## src/hdl/ctts_pkg.sv

```systemverilog
// Shared types and codes for the cooperative task tick scheduler.
`timescale 1ns / 1ps
package ctts_pkg;

   localparam logic [1:0] OP_ADD      = 2'd0;
   localparam logic [1:0] OP_DELETE   = 2'd1;
   localparam logic [1:0] OP_TICK     = 2'd2;
   localparam logic [1:0] OP_DISPATCH = 2'd3;

   localparam logic [2:0] STAT_ADDED      = 3'd0;
   localparam logic [2:0] STAT_FULL       = 3'd1;
   localparam logic [2:0] STAT_DELETED    = 3'd2;
   localparam logic [2:0] STAT_EMPTY      = 3'd3;
   localparam logic [2:0] STAT_TICK_DONE  = 3'd4;
   localparam logic [2:0] STAT_RUN        = 3'd5;
   localparam logic [2:0] STAT_NONE_READY = 3'd6;
   localparam logic [2:0] STAT_BAD_HANDLE = 3'd7;

   localparam logic [1:0] SLOT_ZERO  = 2'd0;
   localparam logic [1:0] SLOT_INDEX = 2'd1;
   localparam logic [1:0] SLOT_FULL  = 2'd2;

   localparam int MAX_RUNS = 8;

   typedef struct packed {
      logic [1:0]  cmd;
      logic [15:0] task_handle;
      logic [15:0] first_delay;
      logic [15:0] repeat_period;
      logic [2:0]  slot;
   } req_type;

   typedef struct packed {
      logic [2:0]  status;
      logic [3:0]  slot_out;
      logic [15:0] handle_out;
      logic        last;
   } rsp_type;

   typedef struct packed {
      logic       load;
      logic       add_write;
      logic       del_clear;
      logic       tick_update;
      logic       disp_update;
      logic       step;
      logic       emit;
      logic       flush;
      logic [2:0] status;
      logic [1:0] slot_sel;
   } ctl_type;

   typedef struct packed {
      logic [1:0] op;
      logic       handle_zero;
      logic       slot_free;
      logic       slot_valid;
      logic       idx_last;
      logic       run_hit;
      logic       run_final;
      logic       held_valid;
   } stat_type;

endpackage

```

## src/hdl/ctts_datapath.sv

```systemverilog
// Task tables, slot walker and result register of the scheduler.
`timescale 1ns / 1ps
module ctts_datapath import ctts_pkg::*; #(
   parameter int TASK_SLOTS = 8
) (
   input  logic     clock,
   input  logic     reset,
   input  req_type  req_item,
   input  ctl_type  ctl,
   output stat_type stat,
   output logic     rsp_strobe,
   output rsp_type  rsp_item
);

   localparam int IW = (TASK_SLOTS > 1) ? $clog2(TASK_SLOTS) : 1;
   localparam logic [IW-1:0] IDX_LAST = IW'(TASK_SLOTS - 1);
   localparam logic [3:0] FULL_SLOT = 4'(TASK_SLOTS);
   localparam logic [3:0] RUN_FINAL = 4'(MAX_RUNS - 1);

   req_type       req_ff;
   logic [IW-1:0] idx_ff;
   logic          range_ff;
   logic [15:0]   handle_ff    [TASK_SLOTS];
   logic [15:0]   countdown_ff [TASK_SLOTS];
   logic [15:0]   period_ff    [TASK_SLOTS];
   logic [7:0]    pending_ff   [TASK_SLOTS];
   logic          held_valid_ff;
   logic [3:0]    held_slot_ff;
   logic [15:0]   held_handle_ff;
   logic [3:0]    count_ff;
   rsp_type       rsp_ff;
   rsp_type       rsp_in;
   logic          rsp_valid_ff;
   logic          rsp_valid_in;

   logic [15:0]   cur_handle;
   logic [15:0]   cur_countdown;
   logic [15:0]   cur_period;
   logic [7:0]    cur_pending;
   logic [7:0]    slot_wide;
   logic          slot_in_range;
   logic [IW-1:0] slot_idx;
   logic [7:0]    idx_wide;
   logic [3:0]    idx_slot;
   logic          run_hit;
   logic [3:0]    sel_slot;

   assign cur_handle    = handle_ff[idx_ff];
   assign cur_countdown = countdown_ff[idx_ff];
   assign cur_period    = period_ff[idx_ff];
   assign cur_pending   = pending_ff[idx_ff];
   assign slot_wide     = 8'(req_item.slot);
   assign slot_in_range = 32'(req_item.slot) < TASK_SLOTS;
   assign slot_idx      = slot_in_range ? slot_wide[IW-1:0] : '0;
   assign idx_wide      = 8'(idx_ff);
   assign idx_slot      = idx_wide[3:0];
   assign run_hit       = (cur_handle != 16'd0) && (cur_pending != 8'd0);

   always_comb begin
      stat.op          = req_ff.cmd;
      stat.handle_zero = req_ff.task_handle == 16'd0;
      stat.slot_free   = cur_handle == 16'd0;
      stat.slot_valid  = range_ff && (cur_handle != 16'd0);
      stat.idx_last    = idx_ff == IDX_LAST;
      stat.run_hit     = run_hit;
      stat.run_final   = run_hit && (count_ff == RUN_FINAL);
      stat.held_valid  = held_valid_ff;
   end

   always_ff @(posedge clock) begin
      if (ctl.load) begin
         req_ff   <= req_item;
         range_ff <= slot_in_range;
         idx_ff   <= (req_item.cmd == OP_DELETE) ? slot_idx : '0;
      end else if (ctl.step) begin
         idx_ff <= idx_ff + 1'b1;
      end
   end

   always_ff @(posedge clock) begin
      if (reset) begin
         for (int i = 0; i < TASK_SLOTS; i++) begin
            handle_ff[i] <= 16'd0;
         end
      end else if (ctl.add_write) begin
         handle_ff[idx_ff] <= req_ff.task_handle;
      end else if (ctl.del_clear) begin
         handle_ff[idx_ff] <= 16'd0;
      end else if (ctl.disp_update && run_hit && (cur_period == 16'd0)) begin
         handle_ff[idx_ff] <= 16'd0;
      end
   end

   always_ff @(posedge clock) begin
      if (ctl.add_write) begin
         countdown_ff[idx_ff] <= req_ff.first_delay;
         period_ff[idx_ff]    <= req_ff.repeat_period;
         pending_ff[idx_ff]   <= 8'd0;
      end else if (ctl.tick_update && (cur_handle != 16'd0)) begin
         if (cur_countdown == 16'd0) begin
            if (cur_pending != 8'hFF) begin
               pending_ff[idx_ff] <= cur_pending + 8'd1;
            end
            if (cur_period != 16'd0) begin
               countdown_ff[idx_ff] <= cur_period;
            end
         end else begin
            countdown_ff[idx_ff] <= cur_countdown - 16'd1;
         end
      end else if (ctl.disp_update && run_hit) begin
         pending_ff[idx_ff] <= cur_pending - 8'd1;
      end
   end

   always_ff @(posedge clock) begin
      if (reset) begin
         held_valid_ff <= 1'b0;
         count_ff      <= 4'd0;
      end else if (ctl.load) begin
         held_valid_ff <= 1'b0;
         count_ff      <= 4'd0;
      end else if (ctl.disp_update && run_hit) begin
         held_valid_ff <= 1'b1;
         count_ff      <= count_ff + 4'd1;
      end
   end

   always_ff @(posedge clock) begin
      if (ctl.disp_update && run_hit) begin
         held_slot_ff   <= idx_slot;
         held_handle_ff <= cur_handle;
      end
   end

   always_comb begin
      case (ctl.slot_sel)
         SLOT_INDEX: sel_slot = idx_slot;
         SLOT_FULL:  sel_slot = FULL_SLOT;
         default:    sel_slot = 4'd0;
      endcase
   end

   always_comb begin
      rsp_valid_in = 1'b0;
      rsp_in       = rsp_ff;
      if (ctl.emit) begin
         rsp_valid_in      = 1'b1;
         rsp_in.status     = ctl.status;
         rsp_in.slot_out   = sel_slot;
         rsp_in.handle_out = 16'd0;
         rsp_in.last       = 1'b1;
      end else if (ctl.flush) begin
         rsp_valid_in      = 1'b1;
         rsp_in.status     = STAT_RUN;
         rsp_in.slot_out   = held_slot_ff;
         rsp_in.handle_out = held_handle_ff;
         rsp_in.last       = 1'b1;
      end else if (ctl.disp_update && run_hit && held_valid_ff) begin
         rsp_valid_in      = 1'b1;
         rsp_in.status     = STAT_RUN;
         rsp_in.slot_out   = held_slot_ff;
         rsp_in.handle_out = held_handle_ff;
         rsp_in.last       = 1'b0;
      end
   end

   always_ff @(posedge clock) begin
      if (reset) begin
         rsp_valid_ff <= 1'b0;
      end else begin
         rsp_valid_ff <= rsp_valid_in;
      end
   end

   always_ff @(posedge clock) begin
      rsp_ff <= rsp_in;
   end

   assign rsp_strobe = rsp_valid_ff;
   assign rsp_item   = rsp_ff;

   held_needs_count: assert property (@(posedge clock) disable iff (reset)
      held_valid_ff |-> (count_ff != 4'd0))
      else $error("held run without a counted run");

   non_run_is_final: assert property (@(posedge clock) disable iff (reset)
      (rsp_valid_ff && (rsp_ff.status != STAT_RUN)) |-> rsp_ff.last)
      else $error("non-run item not marked last");

   run_has_handle: assert property (@(posedge clock) disable iff (reset)
      (rsp_valid_ff && (rsp_ff.status == STAT_RUN)) |-> (rsp_ff.handle_out != 16'd0))
      else $error("run item with empty handle");

endmodule

```

## src/hdl/ctts_ctrl.sv

```systemverilog
// Command sequencer of the scheduler.
`timescale 1ns / 1ps
module ctts_ctrl import ctts_pkg::*; (
   input  logic     clock,
   input  logic     reset,
   input  logic     start,
   input  stat_type stat,
   output logic     busy,
   output ctl_type  ctl
);

   localparam logic [2:0] S_IDLE      = 3'd0;
   localparam logic [2:0] S_DECODE    = 3'd1;
   localparam logic [2:0] S_ADD_SCAN  = 3'd2;
   localparam logic [2:0] S_TICK_WALK = 3'd3;
   localparam logic [2:0] S_DISP_WALK = 3'd4;
   localparam logic [2:0] S_FLUSH     = 3'd5;

   logic [2:0] state_ff;
   logic [2:0] state_in;

   assign busy = state_ff != S_IDLE;

   always_comb begin
      state_in = state_ff;
      ctl      = '0;
      unique case (state_ff)
         S_IDLE: begin
            if (start) begin
               ctl.load = 1'b1;
               state_in = S_DECODE;
            end
         end
         S_DECODE: begin
            unique case (stat.op)
               OP_ADD: begin
                  if (stat.handle_zero) begin
                     ctl.emit   = 1'b1;
                     ctl.status = STAT_BAD_HANDLE;
                     state_in   = S_IDLE;
                  end else begin
                     state_in = S_ADD_SCAN;
                  end
               end
               OP_DELETE: begin
                  ctl.emit = 1'b1;
                  if (stat.slot_valid) begin
                     ctl.del_clear = 1'b1;
                     ctl.status    = STAT_DELETED;
                  end else begin
                     ctl.status = STAT_EMPTY;
                  end
                  state_in = S_IDLE;
               end
               OP_TICK:  state_in = S_TICK_WALK;
               default:  state_in = S_DISP_WALK;
            endcase
         end
         S_ADD_SCAN: begin
            if (stat.slot_free) begin
               ctl.add_write = 1'b1;
               ctl.emit      = 1'b1;
               ctl.status    = STAT_ADDED;
               ctl.slot_sel  = SLOT_INDEX;
               state_in      = S_IDLE;
            end else if (stat.idx_last) begin
               ctl.emit     = 1'b1;
               ctl.status   = STAT_FULL;
               ctl.slot_sel = SLOT_FULL;
               state_in     = S_IDLE;
            end else begin
               ctl.step = 1'b1;
            end
         end
         S_TICK_WALK: begin
            ctl.tick_update = 1'b1;
            if (stat.idx_last) begin
               ctl.emit   = 1'b1;
               ctl.status = STAT_TICK_DONE;
               state_in   = S_IDLE;
            end else begin
               ctl.step = 1'b1;
            end
         end
         S_DISP_WALK: begin
            ctl.disp_update = 1'b1;
            if (stat.run_final || stat.idx_last) begin
               state_in = S_FLUSH;
            end else begin
               ctl.step = 1'b1;
            end
         end
         S_FLUSH: begin
            if (stat.held_valid) begin
               ctl.flush = 1'b1;
            end else begin
               ctl.emit   = 1'b1;
               ctl.status = STAT_NONE_READY;
            end
            state_in = S_IDLE;
         end
         default: state_in = S_IDLE;
      endcase
   end

   always_ff @(posedge clock) begin
      if (reset) begin
         state_ff <= S_IDLE;
      end else begin
         state_ff <= state_in;
      end
   end

   flush_returns_idle: assert property (@(posedge clock) disable iff (reset)
      (state_ff == S_FLUSH) |=> (state_ff == S_IDLE))
      else $error("flush did not end the item");

   idle_touches_nothing: assert property (@(posedge clock) disable iff (reset)
      (state_ff == S_IDLE) |-> !(ctl.add_write || ctl.tick_update || ctl.disp_update))
      else $error("table update while idle");

   load_raises_busy: assert property (@(posedge clock) disable iff (reset)
      ctl.load |=> busy)
      else $error("accepted item did not raise busy");

endmodule

```

## src/hdl/cooperative_task_tick_scheduler.sv

```systemverilog
// Add: a zero handle is rejected at decode, else the slot scan ends on the first free slot.
// Delete: the result comes from decode. Tick: walks every slot. Dispatch: runs appear during the slot
// walk, and the last result comes from the flush state after the walk. One slot per cycle.
// One item at a time: busy drops in the cycle that carries the last result, and the
// next item can be taken at the edge that ends it; the receiver cannot stall.
// Synchronous reset empties every slot and returns the sequencer to idle.
`timescale 1ns / 1ps
module cooperative_task_tick_scheduler import ctts_pkg::*; #(
   parameter int TASK_SLOTS = 8
) (
   input  logic    clock,
   input  logic    reset,
   input  logic    start,
   output logic    busy,
   input  req_type req_item,
   output logic    rsp_strobe,
   output rsp_type rsp_item
);

   ctl_type  ctl;
   stat_type stat;

   ctts_ctrl u_ctrl (
      .clock (clock),
      .reset (reset),
      .start (start),
      .stat  (stat),
      .busy  (busy),
      .ctl   (ctl)
   );

   ctts_datapath #(
      .TASK_SLOTS (TASK_SLOTS)
   ) u_datapath (
      .clock      (clock),
      .reset      (reset),
      .req_item   (req_item),
      .ctl        (ctl),
      .stat       (stat),
      .rsp_strobe (rsp_strobe),
      .rsp_item   (rsp_item)
   );

endmodule

```

## config.mk

```make
export PLATFORM = sky130hd
export DESIGN_NAME = cooperative_task_tick_scheduler
export DESIGN_NICKNAME = d
export VERILOG_FILES = /design/src/hdl/ctts_pkg.sv /design/src/hdl/ctts_datapath.sv /design/src/hdl/ctts_ctrl.sv /design/src/hdl/cooperative_task_tick_scheduler.sv
export SDC_FILE = /design/constraint.sdc
export NUM_CORES = 1
export LEC_CHECK = 0
export ABC_AREA = 1
export BUFFER_PORTS_ARGS = -buffer_cell sky130_fd_sc_hd__buf_2
export CAP_MARGIN = 5
export CORE_ASPECT_RATIO = 1.1
export CORE_MARGIN = 8
export CORE_UTILIZATION = 40
export DETAILED_ROUTE_END_ITERATION = 8
export GPL_ROUTABILITY_DRIVEN = 0
export GPL_TIMING_DRIVEN = 0
export PLACE_DENSITY = 0.68
export SYNTH_ARGS = -nofsm -noshare
export SYNTH_HDL_FRONTEND = slang
export SYNTH_HIERARCHICAL = 1
export SYNTH_SLANG_ARGS = --single-unit
```

## constraint.sdc

```tcl
create_clock -name clock -period 4.8 [get_ports clock]
set_input_delay 1.44 -clock clock [delete_from_list [all_inputs] [get_ports clock]]
set_output_delay 1.44 -clock clock [all_outputs]
set_load 0.03 [all_outputs]
```

==> metrics, run 1 <==
CP max-delay cell clkinvlp_4; vias in the first global route 18300; Placeable Area 64500 µm²; Worst Hold Class reg2reg; post-synthesis cell area approximately 26000 µm²; crit path DAT around 4.9 ns; via count around 20000; minimum clock period roughly 4.7 ns; worst-margin pin slew 1.26 ns; Rel. slew slack 15.7%; Starting Density 40.1%; clk_lat worst skew about 0.63 ns; Period Utilization, post-route 97.7%; Post-DP Area 27600 µm²; CP Cell Sequence buf_2, clkbuf_1, nand3_1, nand2_1, nand2_1, nor2_1, nand2_1, nor2_2, inv_1, nor2_1, buf_4, clkinvlp_4, nand3_2, nand3_1, nand2_1, clkinvlp_4; CP max FO 16; Avg Vias per Cell 5.28; Worst setup SP type flop; Clock Power Share between 20% and 30%; final core utilization 45.8%; Top Ports 82; DR WL/cell 20.2 µm; drc violations 0; die area between 70000 and 80000 µm²; leakage power 0.0129 µW; Filler cells between 5000 and 6000; endpoints failing hold 0; CP Capture Type flop; max-slew violation count 0; all-layer global routing usage 19.9%; layout cell share with drive strength beyond 1 12.3%; DRT Wirelength 74800 µm; Clock Sink Count 556; Reg power frac 36.8%; Comb pwr share 35.2%; pwr dens 522 nW/µm²; Clock Tree Buf Depth 3; final hold slack 0.447 ns; ANT cells 0; die width ~260 µm; internal power 9520 µW; H-tree level count 2; die height approximately 280 µm; Yosys warning count 6; cts bufs inserted 55; Root Driver clkbuf_16; Gate Count Post-Synth 2651; number of max-cap violations 0; CP max stage delay 0.52 ns; Max Clk Rate roughly 0.21 GHz; Switching Share a little under two fifths; Post-Syn Nets between 2000 and 3000; first-pass iteration count of the detailed router 6; # setup viols final 0; TritonCTS clock tree done; DR iter-0 viols 2536; HPWL after detailed placement 50600 µm; fin nets ~2900; Setup Skew approximately 0.022 ns; Sw Pwr 5910 µW; Final ANT Viol Nets 0; number of buffers added on ports 81; antenna violations before repair 1; RSZ-0062 raised after global routing false; status completed; most used cell, CP nand2_1; cell row count 98; syn_area_per_cell 9.76 µm²; CP Data Required Time ~5.0 ns; total congestion overflow 0; Worst IR Drop VDD 247 µV; largest net degree at the start of global routing 32; Layout area overhead 14.3%; WS Path Type reg2reg; final non-filler cell area 29600 µm²; hold_sp u_datapath/rsp_item[0]$_SDFFE_PP1N_; Clock Pin Slew Worst Setup and Hold Paths 0.06 ns; hold_buf cts 0; first-pass GRT wire length 110000 µm
-- through the flow --
step,power (µW),setup TNS [ns],cells,setup WS (ns)
after floorplan,9130,0,2651,0.105
after global placement,10900,-450.28,3582,-2.73
after CTS,15300,0,3703,0.00846
after detailed placement,11000,-44.98,3603,-0.368
final,15400,0,3708,0.111
after global routing,16100,0,3708,0.0503
-- sequential cells by signal (all words and copies together) (netlist names), named ones only --
| name | count |
|---|---|
| u_datapath/period_ff | 128 |
| u_datapath/countdown_ff | 128 |
| u_ctrl/state_ff | 3 |
| u_datapath/req_ff | 48 |
| u_datapath/handle_ff | 128 |
| u_datapath/pending_ff | 64 |
| u_datapath/held_slot_ff | 3 |
| u_datapath/rsp_item | 24 |
| u_datapath/held_valid_ff | 1 |
| u_datapath/idx_ff | 3 |
| u_datapath/rsp_strobe | 1 |
| u_datapath/held_handle_ff | 16 |
| u_datapath/count_ff | 4 |
| u_datapath/stat | 2 |
-- path summary, 6_finish.rpt --
path                                         endpoint  slack, ns  cells after the start
max          u_datapath/countdown_ff[7][12]$_DFFE_PP_       0.11                     16
min reg2reg       u_datapath/rsp_item[0]$_SDFFE_PP1N_       0.45                      2
max reg2reg  u_datapath/countdown_ff[7][12]$_DFFE_PP_       0.11                     16
min               u_datapath/rsp_item[0]$_SDFFE_PP1N_       0.45                      2
-- final cells by class --
| cell class | instances | area, µm² | share of cell area (%) |
|---|---|---|---|
| inverters | 419 | 1610 | 5.43 |
| well taps | 850 | 1060 | 3.60 |
| clock buffers | 66 | 1430 | 4.83 |
| multi-input cells | 1526 | 7150 | 24.2 |
| repair buffers | 109 | 629 | 2.13 |
| clock inverters | 31 | 355 | 1.20 |
| plain buffers | 151 | 933 | 3.16 |
| flip-flops and latches | 556 | 16400 | 55.5 |
-- layer usage --
| layer | part of all wire, % | GRT usage (%) |
|---|---|---|
| met3 | 9.9 | 3.41 |
| met1 | 39 | 25.5 |
| met2 | 46 | 32.4 |
| met5 | 0.017 | 0 |
| met4 | 4.9 | 10.2 |
-- power by group through the flow --
stage                     clock network, µW  logic [µW]  registers, µW
final                                  4320        5430           5680
after global placement                    0        5140           5790
after global routing                   4560        5820           5700
after detailed placement                  0        5210           5780
after CTS                              4400        5250           5680
after floorplan                           0        3350           5780
-- cell usage in the layout (no fill, tap or decap), drive strengths merged --
master	n
o22ai	7
bufinv	7
inv	412
o21ai	136
nand3	239
ha	9
edfxtp	527
nor3	11
xor2	13
nor4	12
buf	211
clkbuf	115
nand4	149
clkinvlp	10
o211ai	4
nand2	692
nor2	223
dfxtp	29
o21a	1
and3	1
xnor2	6
nand3b	6
a21oi	14
and2	1
or2	2
clkinv	21
-- critical path, delay by kind of cell, from the launching register on --
kind                   cells  cell delay (ns)
flip-flops                 1             0.30
buffers and inverters      6             1.82
AND/OR/NAND/NOR           10             2.10
-- timing repair --
item                                    4_1_cts  5_1_grt
gates cloned                                  1        0
endpoints found under the setup margin      209      464
resized for setup                            14       30
setup buffers                                 2        1
hold endpoints to repair                      0        0
pin swaps                                     3        1
(Power assumes the default switching activity.)
==> run 2, diff against run 1 <==
- ABC_AREA: 1 -> unset
- PLACE_DENSITY: 0.68 -> 0.69
==> run 2 against run 1 <==
Net effect: count of clock-buffer cells in the layout fell by 1; combinational power down 29%; maximum frequency grew 0.12%; wire length fell by 29%; flip-flop and latch count unchanged; global-route usage fell by 3.9 points; area after synthesis down 12%; largest power group unchanged; critical endpoint is now u_datapath/period_ff[7][5]$_DFFE_PP_.
==> metrics, run 2 <==
dpl cells 2174; RSZ-0062 raised after global routing true; number of max-cap violations 0; CP Capture Type flop; layout cell share with drive strength beyond 1 between 20% and 30%; Gate Count Post-Synth 1316; DRT Wirelength between 50000 and 60000 µm; die height 266 µm; clk_lat worst skew 0.58 ns; worst-margin pin slew between 1 and 1.5 ns; first-pass iteration count of the detailed router 6; Worst Hold Class reg2reg; Root Driver clkbuf_16; Layout area overhead 17.5%; Clock Sink Count 556; leakage power 0.00887 µW; ANT cells 0; syn_area_per_cell roughly 17 µm²; Rel. slew slack between 20% and 30%; Period Utilization, post-route 97.6%; first-pass GRT wire length 80000 µm; biggest regs u_datapath/countdown_ff (128), u_datapath/handle_ff (128), u_datapath/period_ff (128); most frequent cells in the layout 527 x edfxtp_1, 151 x nor2_1, 103 x mux4_2; vias in the first global route around 13000; largest net degree at the start of global routing 35; minimum clock period 4.68 ns; number of buffers added on ports 81; Placeable Area 56900 µm²; Max Clk Rate 0.214 GHz; Avg Vias per Cell 5.56; cts bufs inserted 50; Starting Density 40.1%; DP Worst Slack -1.38 ns; Clock Tree Buf Depth 3; DR iter-0 viols ~1300; CP Data Required Time 5.09 ns; Yosys warning count 6; DR WL/cell 23.2 µm; commonest non-fill, non-tap cell in the layout edfxtp_1; pwr dens 498 nW/µm²; fin nets 1564; final non-filler cell area about 27000 µm²; drc violations 0; TritonCTS clock tree done; all-layer global routing usage 16.0%; post-synthesis cell area 22800 µm²; final std cells w/o fill between 2000 and 2500; WS Path Type reg2reg; CP max FO 10; via count between 10000 and 15000; HPWL after detailed placement 36500 µm; Worst setup SP type flop; cell row count 92; Top Ports 82; Post-Syn Nets 1381; max-slew violation count 0; crit path DAT around 5 ns; Post-DP Area ~25000 µm²; die width 244 µm; PnR Total Power 13400 µW; H-tree level count 2; total congestion overflow 0; setup_tns 0 ns; worst setup margin approximately 0.12 ns; status completed; endpoints failing hold 0; # setup viols final 0; antenna violations before repair 1; die area ~65000 µm²; Worst IR Drop VDD 318 µV; Final ANT Viol Nets 0; Setup Skew 0.0218 ns; Clock Pin Slew Worst Setup and Hold Paths roughly 0.070 ns
==> run 2: changes by cell type in the layout (fill, tap and decap cells not counted), sizes merged, moves of 25 or more <==
| cell | delta |
|---|---|
| mux4 | +103 |
| a22o | +31 |
| nor2 | -42 |
| inv | -388 |
| mux2 | +25 |
| buf | -43 |
| nand4 | -142 |
| mux2i | +55 |
| nand3 | -223 |
| nand2 | -640 |
| o21ai | -128 |
==> run 2: critical path, stage by stage (launching register included) <==
cell and delay, ns:
dfxtp_1 0.31, clkbuf_4 0.19, buf_12 0.17, mux4_2 0.51, mux2_2 0.32, or4_4 0.61
nor4_4 0.33, clkbuf_8 0.19, nand2b_1 0.15, nor2_4 0.17, buf_6 0.19, clkinvlp_4 0.19
clkbuf_4 0.28, nor2_2 0.52, buf_6 0.24
==> run 2: repair_timing <==
item / in CTS / in global routing
hold endpoints to repair: 0 / 0
gates resized for setup: 65 / 30
buffers inserted: 14 / 11
pin swaps: 13 / 4
cloned: 1 / 0
hold buffers: 0 / 0
setup endpoints to repair: 826 / 619
==> run 2: path summary, 6_finish.rpt <==
kind / start / endpoint / slack, ns / cells past startpoint
hold / removal: u_datapath/held_handle_ff[9]$_DFFE_PN_ / u_datapath/rsp_item[10]$_SDFFE_PP0P_ / 0.46 / 1
setup / recovery: flop / u_datapath/period_ff[7][5]$_DFFE_PP_ / 0.12 / 14
setup reg to reg: flop / u_datapath/period_ff[7][5]$_DFFE_PP_ / 0.12 / 14
hold reg to reg: u_datapath/held_handle_ff[9]$_DFFE_PN_ / u_datapath/rsp_item[10]$_SDFFE_PP0P_ / 0.46 / 1
==> run 2: per-layer routing <==
metal	vias to the layer above	wire length [µm]	track usage [%]	share of wire, %
li1	5577	-	-	-
met2	517	27400	28.6	52
met5	-	0	0	0
met4	0	2030	6.72	3.8
met3	121	3210	2.47	6.1
met1	6510	20300	19.3	38
==> run 2: cell type report <==
class,instances,area (µm²)
clock inverters,23,178
well taps,752,941
inverters,22,86.3
flip-flops and latches,556,16400
clock buffers,65,1340
multi-input cells,665,6320
plain buffers,73,443
fillers,4733,30100
repair buffers,131,1090
==> run 2: report_power, final <==
group / total [µW] / switching [µW] / internal, µW
clock: 3760 / 1680 / 2080
sequential: 5740 / 98.2 / 5640
combinational: 3860 / 2290 / 1580
==> run 2: stage by stage <==
| stage | util [%] | hold slack, ns |
|---|---|---|
| after global placement | 42.5 | 0.442 |
| after detailed placement | 43.3 | 0.446 |
| final | 47.2 | 0.463 |
| after floorplan | - | 0.436 |
| after CTS | 46.8 | 0.463 |
| after global routing | 47.2 | 0.471 |
